## config.mk

```make
export PLATFORM = sky130hd
export DESIGN_NAME = spi_register_block_loopback
export DESIGN_NICKNAME = d
export VERILOG_FILES = /design/src/rtl/spi_rb_pkg.sv /design/src/rtl/spi_register_block_loopback.sv /design/src/rtl/spi_rb_shadow_mem.sv /design/src/rtl/spi_rb_chan_regs.sv
export SDC_FILE = /design/constraint.sdc
export NUM_CORES = 2
export LEC_CHECK = 0
export BUFFER_PORTS_ARGS = -buffer_cell sky130_fd_sc_hd__buf_2
export CAP_MARGIN = 15
export CORE_ASPECT_RATIO = 1.1
export CORE_MARGIN = 2
export CORE_UTILIZATION = 35
export CTS_CLUSTER_DIAMETER = 200
export CTS_CLUSTER_SIZE = 20
export DETAILED_ROUTE_END_ITERATION = 12
export PLACE_DENSITY = 0.49
export SYNTH_ARGS = -nofsm -noshare
export SYNTH_HDL_FRONTEND = slang
export SYNTH_SLANG_ARGS = --single-unit
```

## constraint.sdc

```tcl
create_clock -name i_clk -period 3.9 [get_ports i_clk]
set_clock_uncertainty 0.2 [all_clocks]
set_input_delay 0 -clock i_clk [delete_from_list [all_inputs] [get_ports i_clk]]
set_output_delay 0 -clock i_clk [all_outputs]
set_load 0.1 [all_outputs]
```

## src/rtl/spi_rb_pkg.sv

```systemverilog
`default_nettype none

package spi_rb_pkg;

    // Register offsets inside a channel window
    localparam logic [7:0] OFF_DATA   = 8'h00;
    localparam logic [7:0] OFF_CTRL   = 8'h08;
    localparam logic [7:0] OFF_CTRL2  = 8'h0C;
    localparam logic [7:0] OFF_STATUS = 8'h50;
    localparam logic [7:0] OFF_CLEAR  = 8'h68;

    // Word index of the control-2 register in the shadow
    localparam logic [5:0] CTRL2_WORD = 6'd3;

    // Bit positions
    localparam int BIT_ENABLE      = 0;
    localparam int BIT_LOOP_INV    = 16;
    localparam int BIT_LOOP_DIRECT = 17;
    localparam int FLAG_DATA_READY = 23;
    localparam int FLAG_TX_EMPTY   = 29;
    localparam int FLAG_RX_FULL    = 31;

    localparam int DATA_W = 32;
    localparam int BYTE_W = 8;

    // Decoded request, handed from the top level to the channel registers
    typedef struct packed {
        logic wr;         // write request
        logic hit_data;   // exact data offset
        logic hit_ctrl;   // exact control offset
        logic hit_ctrl2;  // exact control-2 offset
        logic hit_clear;  // exact status-clear offset
        logic hit_word3;  // any byte of the control-2 word
    } t_dec;

endpackage

`default_nettype wire

```

## src/rtl/spi_register_block_loopback.sv

```systemverilog
// SPI register block with internal loopback.
// Input channel: one bus request per accepted item (i_in_valid high, o_in_stall
//   low): command (0 read, 1 write), channel, byte offset, write data and the
//   byte the external line would return.
// Output channel: one result per request on o_read_data, qualified by
//   o_out_valid and held while i_out_stall is high. Reads return status,
//   the receive echo or the shadow word; writes and out-of-window accesses
//   return zero.
// Pipeline: read stage, then output register. Throughput: one request
//   per cycle when not stalled, set by the shadow memory's one read/write port.
// Reset: flags, receive registers and enables clear at once; then a clearing
//   sweep writes zero into the shadow memory, one word a cycle, covering all
//   CHANNELS * 2**clog2(SHADOW_DEPTH) words (64 at the defaults). During the
//   sweep o_in_stall is high.
// Stall: a request waiting in the read stage and one in the output register
//   absorb a stalled receiver; outside the sweep o_in_stall rises only when both
//   are occupied and i_out_stall is high.
`default_nettype none

module spi_register_block_loopback
    import spi_rb_pkg::*;
#(
    parameter int CHANNELS     = 2,
    parameter int SHADOW_DEPTH = 28
) (
    input  wire logic        i_clk,
    input  wire logic        i_rst_n,
    input  wire logic        i_in_valid,
    output logic             o_in_stall,
    input  wire logic        i_command,
    input  wire logic        i_channel,
    input  wire logic [7:0]  i_byte_offset,
    input  wire logic [31:0] i_write_data,
    input  wire logic [7:0]  i_line_byte,
    output logic             o_out_valid,
    input  wire logic        i_out_stall,
    output logic [31:0]      o_read_data
);

    localparam int CH_W    = (CHANNELS > 1) ? $clog2(CHANNELS) : 1;
    localparam int WORD_W  = $clog2(SHADOW_DEPTH);
    localparam int ADDR_W  = CH_W + WORD_W;
    localparam int MEM_DEP = CHANNELS << WORD_W;

    // pipeline control
    logic              r_s1_valid;
    logic              r_s1_use_mem;
    logic [DATA_W-1:0] r_s1_side;
    logic              r_out_valid;
    logic [DATA_W-1:0] r_read_data;

    logic              mem_busy;
    logic [DATA_W-1:0] mem_rdata;
    logic              out_free, s1_move, in_ready, accept;

    // request decode
    logic              ch_ok, word_ok, in_range, req_ok;
    logic [CH_W-1:0]   ch_idx;
    logic [ADDR_W-1:0] mem_addr;
    t_dec              dec;
    logic [DATA_W-1:0] status_word, rx_word;
    logic              rd_status, rd_data;

    always_comb begin
        ch_ok    = {31'b0, i_channel} < CHANNELS;
        word_ok  = {26'b0, i_byte_offset[7:2]} < SHADOW_DEPTH;
        in_range = ch_ok & word_ok;
        ch_idx   = CH_W'(i_channel);
        mem_addr = {ch_idx, i_byte_offset[2 +: WORD_W]};

        dec.wr        = i_command;
        dec.hit_data  = i_byte_offset == OFF_DATA;
        dec.hit_ctrl  = i_byte_offset == OFF_CTRL;
        dec.hit_ctrl2 = i_byte_offset == OFF_CTRL2;
        dec.hit_clear = i_byte_offset == OFF_CLEAR;
        dec.hit_word3 = i_byte_offset[7:2] == CTRL2_WORD;

        rd_status = i_byte_offset == OFF_STATUS;
        rd_data   = dec.hit_data;
    end

    // handshake: s1 holds the memory read, output register after it
    always_comb begin
        out_free   = !r_out_valid || !i_out_stall;
        s1_move    = r_s1_valid && out_free;
        in_ready   = !mem_busy && (!r_s1_valid || out_free);
        accept     = i_in_valid && in_ready;
        req_ok     = accept && in_range;
        o_in_stall = !in_ready;
    end

    spi_rb_shadow_mem #(
        .DEPTH  (MEM_DEP),
        .ADDR_W (ADDR_W)
    ) u_shadow (
        .i_clk   (i_clk),
        .i_rst_n (i_rst_n),
        .i_wr_en (req_ok && i_command),
        .i_rd_en (req_ok && !i_command),
        .i_addr  (mem_addr),
        .i_wdata (i_write_data),
        .o_rdata (mem_rdata),
        .o_busy  (mem_busy)
    );

    spi_rb_chan_regs #(
        .CHANNELS (CHANNELS),
        .CH_W     (CH_W)
    ) u_chan (
        .i_clk         (i_clk),
        .i_rst_n       (i_rst_n),
        .i_en          (req_ok),
        .i_dec         (dec),
        .i_ch          (ch_idx),
        .i_wdata       (i_write_data),
        .i_line_byte   (i_line_byte),
        .o_status_word (status_word),
        .o_rx_word     (rx_word)
    );

    always_ff @(posedge i_clk) begin
        if (!i_rst_n) begin
            r_s1_valid  <= 1'b0;
            r_out_valid <= 1'b0;
        end else begin
            if (accept) begin
                r_s1_valid <= 1'b1;
            end else if (s1_move) begin
                r_s1_valid <= 1'b0;
            end
            if (s1_move) begin
                r_out_valid <= 1'b1;
            end else if (out_free) begin
                r_out_valid <= 1'b0;
            end
        end
    end

    // payload, no reset
    always_ff @(posedge i_clk) begin
        if (accept) begin
            // status and echo come from flops now; other reads wait on memory
            r_s1_use_mem <= in_range && !i_command && !rd_status && !rd_data;
            if (!in_range || i_command) begin
                r_s1_side <= '0;
            end else if (rd_status) begin
                r_s1_side <= status_word;
            end else begin
                r_s1_side <= rx_word;
            end
        end
        if (s1_move) begin
            r_read_data <= r_s1_use_mem ? mem_rdata : r_s1_side;
        end
    end

    assign o_out_valid = r_out_valid;
    assign o_read_data = r_read_data;

endmodule

`default_nettype wire

```

## src/rtl/spi_rb_shadow_mem.sv

```systemverilog
`default_nettype none

module spi_rb_shadow_mem
    import spi_rb_pkg::*;
#(
    parameter int DEPTH  = 64,
    parameter int ADDR_W = 6
) (
    input  wire logic              i_clk,
    input  wire logic              i_rst_n,
    input  wire logic              i_wr_en,
    input  wire logic              i_rd_en,
    input  wire logic [ADDR_W-1:0] i_addr,
    input  wire logic [DATA_W-1:0] i_wdata,
    output logic      [DATA_W-1:0] o_rdata,
    output logic                   o_busy
);

    logic [DATA_W-1:0] mem [DEPTH];
    logic [DATA_W-1:0] r_rdata;
    logic              r_clr_busy;
    logic [ADDR_W-1:0] r_clr_addr;

    logic              we;
    logic [ADDR_W-1:0] waddr;
    logic [DATA_W-1:0] wdata;

    // clearing sweep owns the write port after reset
    always_comb begin
        we    = r_clr_busy | i_wr_en;
        waddr = r_clr_busy ? r_clr_addr : i_addr;
        wdata = r_clr_busy ? '0 : i_wdata;
    end

    always_ff @(posedge i_clk) begin
        if (!i_rst_n) begin
            r_clr_busy <= 1'b1;
            r_clr_addr <= '0;
        end else if (r_clr_busy) begin
            if (r_clr_addr == ADDR_W'(DEPTH - 1)) begin
                r_clr_busy <= 1'b0;
            end
            r_clr_addr <= r_clr_addr + 1'b1;
        end
    end

    always_ff @(posedge i_clk) begin
        if (we) begin
            mem[waddr] <= wdata;
        end
        if (i_rd_en) begin
            r_rdata <= mem[i_addr];
        end
    end

    assign o_rdata = r_rdata;
    assign o_busy  = r_clr_busy;

endmodule

`default_nettype wire

```

## src/rtl/spi_rb_chan_regs.sv

```systemverilog
`default_nettype none

module spi_rb_chan_regs
    import spi_rb_pkg::*;
#(
    parameter int CHANNELS = 2,
    parameter int CH_W     = 1
) (
    input  wire logic              i_clk,
    input  wire logic              i_rst_n,
    input  wire logic              i_en,
    input  wire t_dec              i_dec,
    input  wire logic [CH_W-1:0]   i_ch,
    input  wire logic [DATA_W-1:0] i_wdata,
    input  wire logic [BYTE_W-1:0] i_line_byte,
    output logic      [DATA_W-1:0] o_status_word,
    output logic      [DATA_W-1:0] o_rx_word
);

    logic [DATA_W-1:0]   r_rx_hold [CHANNELS];
    logic [DATA_W-1:0]   n_rx_hold [CHANNELS];
    logic [CHANNELS-1:0] r_enabled, n_enabled;
    logic [CHANNELS-1:0] r_loop, n_loop;
    logic [CHANNELS-1:0] r_inv, n_inv;       // copy of shadow word 3 bit 16
    logic [CHANNELS-1:0] r_tx_empty, n_tx_empty;
    logic [CHANNELS-1:0] r_rx_full, n_rx_full;
    logic [CHANNELS-1:0] r_rdy, n_rdy;

    always_comb begin
        n_rx_hold  = r_rx_hold;
        n_enabled  = r_enabled;
        n_loop     = r_loop;
        n_inv      = r_inv;
        n_tx_empty = r_tx_empty;
        n_rx_full  = r_rx_full;
        n_rdy      = r_rdy;
        if (i_en && i_dec.wr) begin
            if (i_dec.hit_word3) begin
                n_inv[i_ch] = i_wdata[BIT_LOOP_INV];
            end
            priority if (i_dec.hit_ctrl) begin
                n_enabled[i_ch] = i_wdata[BIT_ENABLE];
                if (i_wdata[BIT_ENABLE]) begin
                    n_tx_empty[i_ch] = 1'b1;
                    n_rx_full[i_ch]  = 1'b0;
                end else begin
                    n_tx_empty[i_ch] = 1'b0;
                    n_rx_full[i_ch]  = 1'b0;
                    n_rdy[i_ch]      = 1'b0;
                end
            end else if (i_dec.hit_ctrl2) begin
                n_loop[i_ch] = i_wdata[BIT_LOOP_INV] | i_wdata[BIT_LOOP_DIRECT];
            end else if (i_dec.hit_data) begin
                // inverting loopback checks the old word 3
                if (r_inv[i_ch]) begin
                    n_rx_hold[i_ch] = {{(DATA_W-BYTE_W){1'b0}}, ~i_wdata[BYTE_W-1:0]};
                end else if (r_loop[i_ch]) begin
                    n_rx_hold[i_ch] = i_wdata;
                end else begin
                    n_rx_hold[i_ch] = DATA_W'(i_line_byte);
                end
                n_tx_empty[i_ch] = 1'b1;
                n_rx_full[i_ch]  = 1'b1;
                n_rdy[i_ch]      = 1'b1;
            end else if (i_dec.hit_clear) begin
                n_tx_empty[i_ch] = (r_tx_empty[i_ch] & ~i_wdata[FLAG_TX_EMPTY])
                                   | r_enabled[i_ch];
                n_rx_full[i_ch]  = r_rx_full[i_ch] & ~i_wdata[FLAG_RX_FULL];
                n_rdy[i_ch]      = r_rdy[i_ch] & ~i_wdata[FLAG_DATA_READY];
            end else begin
                n_loop = r_loop;
            end
        end
    end

    always_ff @(posedge i_clk) begin
        if (!i_rst_n) begin
            for (int i = 0; i < CHANNELS; i++) begin
                r_rx_hold[i] <= '0;
            end
            r_enabled  <= '0;
            r_loop     <= '0;
            r_inv      <= '0;
            r_tx_empty <= '0;
            r_rx_full  <= '0;
            r_rdy      <= '0;
        end else begin
            r_rx_hold  <= n_rx_hold;
            r_enabled  <= n_enabled;
            r_loop     <= n_loop;
            r_inv      <= n_inv;
            r_tx_empty <= n_tx_empty;
            r_rx_full  <= n_rx_full;
            r_rdy      <= n_rdy;
        end
    end

    always_comb begin
        o_status_word                  = '0;
        o_status_word[FLAG_RX_FULL]    = r_rx_full[i_ch];
        o_status_word[FLAG_TX_EMPTY]   = r_tx_empty[i_ch];
        o_status_word[FLAG_DATA_READY] = r_rdy[i_ch];
        o_rx_word                      = r_rx_hold[i_ch];
    end

endmodule

`default_nettype wire

```

==> flow_summary.json <==
{
  "status": "completed",
  "drtIter0Drc": 5186,
  "grt_max_degree": 88,
  "fin_cells": 8099,
  "crit_fanout": 23,
  "cts_buffers": 121,
  "period_minus_slack_ps": 3670,
  "fmax_mhz": 272,
  "drc": 0,
  "cts.path.max_buffers": 3,
  "viasPerCell": 5.55,
  "fin_util": 0.401,
  "setup_violations": 0,
  "path_class": "reg -> reg",
  "synthTopCellsByArea": "edfxtp_1 (75%), mux4_2 (10%), mux2i_1 (3.6%)",
  "netlist.area_leader.share": 0.748,
  "endpoint_kind": "flop",
  "final.period_utilization": 0.941,
  "placementRows": 191,
  "synth_nets": 4363,
  "ys_types": 78,
  "clock_latency_ps": 800,
  "fillCellCount": 21867,
  "die_w_um": 477,
  "synth_top_area_cell": "edfxtp_1",
  "slew_violations": 0,
  "hpwl_mm": 163,
  "antenna_found_initial": 21,
  "synth_common_cells": "edfxtp_1 (2145), mux4_2 (387), mux2i_1 (307), nand2_1 (267), nor2_1 (140)",
  "via_count": 44934,
  "place.gp.congestion": 0.850,
  "peakVddDrop_mv": 0.373,
  "syn_inst": 4308,
  "htree_levels": 3,
  "cp_slowest_cell": "dlygate4sd3_1",
  "final_antenna_net_count": 0,
  "core_area_um2": 245000,
  "p_leak_nw": 31.8,
  "cp.required_ps": 4390,
  "worstPathArrival_ps": 4160,
  "crit_path_max_incr_delay_ps": 580,
  "synth_edf_count": 2145,
  "p_per_area_nw_per_um2": 424,
  "synth_warnings": 0,
  "initial_core_util": 0.351,
  "rsz0062_at_grt": "no",
  "ys_seq_elements": 2230,
  "routed_wl_mm": 273,
  "placed_cells": 7797,
  "crit_path_cell_trace": "a31oi_1 > nand4_2 > buf_4 > nor4_2 > dlygate4sd3_1 > buf_4 > nor2_1 > buf_4 > a22o_1 > dlygate4sd3_1",
  "relSlewSlack": 0.201,
  "worst_slew_pin_slew_ps": 1190,
  "cp_top_family": "buffers and inverters",
  "start_kind": "flop",
  "min_path_type": "in -> reg",
  "grt_usage": 0.215,
  "clk_transition_reported_paths_ps": 90,
  "cts.sinks": 2230,
  "die_h_um": 524,
  "grt_pass1_wl_mm": 376,
  "ys.flop_type": "edfxtp_1",
  "syn_avg_cell_area_um2": 20.0,
  "critPathBufInv": 5,
  "dieArea_um2": 250000,
  "drive_gt1_frac": 0.240,
  "io_pins": 88,
  "final_nets": 4819,
  "firstDrtPassIters": 6,
  "wl_per_cell_um": 33.7,
  "cts_tree": "yes",
  "ys_seq_area_frac": 0.767,
  "synth_area_um2": 86200,
  "crit_top_cell": "buf_4",
  "portBuffers": 87,
  "ys_async_sr_fraction": 0,
  "hold_viol_final": 0,
  "maxCapViolations": 0,
  "areaGrowthSynthToFinish_pct": 14.2,
  "cts_post_setup_buffers_inserted": 0,
  "grt_pass1_vias": 44702,
  "hold_slack_ps": 64.4,
  "yosysMostFrequentCell": "edfxtp_1",
  "grt.overflow.total": 0,
  "cts-root-buf": "clkbuf_16"
}
## report_power, final
| part | internal [mW] | leakage [nW] | switching [mW] | total, mW |
|---|---|---|---|---|
| Combinational | 0.946 | 9.59 | 1.49 | 2.43 |
| Clock | 5.74 | 1.58 | 7.52 | 13.3 |
| Sequential | 25.9 | 20.6 | 0.0293 | 26.0 |
| Total | 32.6 | 31.8 | 9.04 | 41.7 |
## cells in the final DEF (no fill, tap or decap), types with 10 or more instances in the layout
cell and instances:
buf_4 289, a211oi_1 39, nor2b_1 18, nor2_1 74, a211o_1 20, dfxtp_1 84, dlygate4sd3_1 123, mux2_2 51
o22ai_1 96, mux4_2 387, nor2_4 66, buf_12 77, nor4_1 16, edfxtp_1 2145, mux2i_1 307, o21ai_0 39
a21oi_1 108, a2111oi_0 15, clkbuf_16 123, nand3_1 15, nand2_1 267, a22o_1 53, clkbuf_1 39, buf_2 84
o221ai_1 34, nor2b_4 33, nor3_1 37, diode_2 11, inv_1 10, a221oi_1 18
## worst register-to-register path, delay by kind of cell, from the launching register on
kind	cells	cell delay, ps
AO/OA/AOI/OAI	2	630
buffers and inverters	5	1830
flip-flops	1	350
AND/OR/NAND/NOR	3	530
## sequential cells by signal, summed over array words and instances (netlist names), named ones only
| name | count |
|---|---|
| u_chan.r_enabled | 2 |
| u_chan.r_rdy | 2 |
| u_shadow.mem | 2048 |
| r_s1_use_mem | 1 |
| u_shadow.o_busy | 1 |
| o_out_valid | 1 |
| u_shadow.r_clr_addr | 6 |
| u_shadow.o_rdata | 32 |
| u_chan.r_inv | 2 |
| u_chan.r_loop | 2 |
| u_chan.r_rx_full | 2 |
| r_s1_valid | 1 |
| o_read_data | 32 |
| u_chan.r_rx_hold | 64 |
| r_s1_side | 32 |
## area by class of cell
cell class / count / area [µm²] / area share
Sequential cell: 2230 / 66100 / 0.672
Clock buffer: 162 / 3220 / 0.0328
Timing Repair Buffer: 581 / 5470 / 0.0557
Multi-Input combinational cell: 1817 / 19300 / 0.196
Antenna cell: 11 / 27.5 / 0.000280
Inverter: 13 / 52.6 / 0.000534
Clock inverter: 4 / 37.5 / 0.000382
Tap cell: 3281 / 4110 / 0.0417
## final timing paths
kind | depth (start not counted) | slack (ps) | startpoint | end
worst max-delay path | 10 | 230 | r_s1_valid | u_chan.r_rx_hold[9]
worst min-delay path | 6 | 60 | i_byte_offset[2] | u_chan.r_loop[0]
worst max register to register | 10 | 230 | r_s1_valid | u_chan.r_rx_hold[9]
worst min register to register | 2 | 260 | u_chan.r_rx_hold[37] | u_chan.r_rx_hold[37]
## logic make-up after synthesis
group / Yosys count / share of synthesized area
XOR/XNOR: 4 / 0.000407
flip-flops: 2230 / 0.767
multiplexers: 745 / 0.143
AND/OR/NAND/NOR: 577 / 0.0307
buffers and inverters: 261 / 0.0181
AO/OA/AOI/OAI: 490 / 0.0398
adder cells (fa/ha/maj): 1 / 0.000145
## layer usage
metal  global-route usage  wire length (µm)  up-vias
met1                0.295            117000    24600
met2                0.364            134000     1571
met5                    0                 7        -
met3               0.0253             14800      237
li1                     -                 -    18524
met4               0.0595              7720        2
## what timing repair did
item	4_1_cts	5_1_grt
endpoints found under the hold margin	2158	0
gates resized for setup	0	1
hold buffers	124	0
endpoints found under the setup margin	0	3
## metrics by stage
step	setup TNS [ps]	setup WS [ps]	power, mW	area, µm²
6_report	0	229	41.7	98300
5_1_grt	0	97.7	42.9	98300
4_1_cts	0	154	42.0	98300
3_5_place_dp	0	53.7	28.9	93800
3_3_place_gp	-282	-282	28.9	93700
2_1_floorplan	-3260	-12.7	27.8	86200
Power figures use the tool's default switching activity.
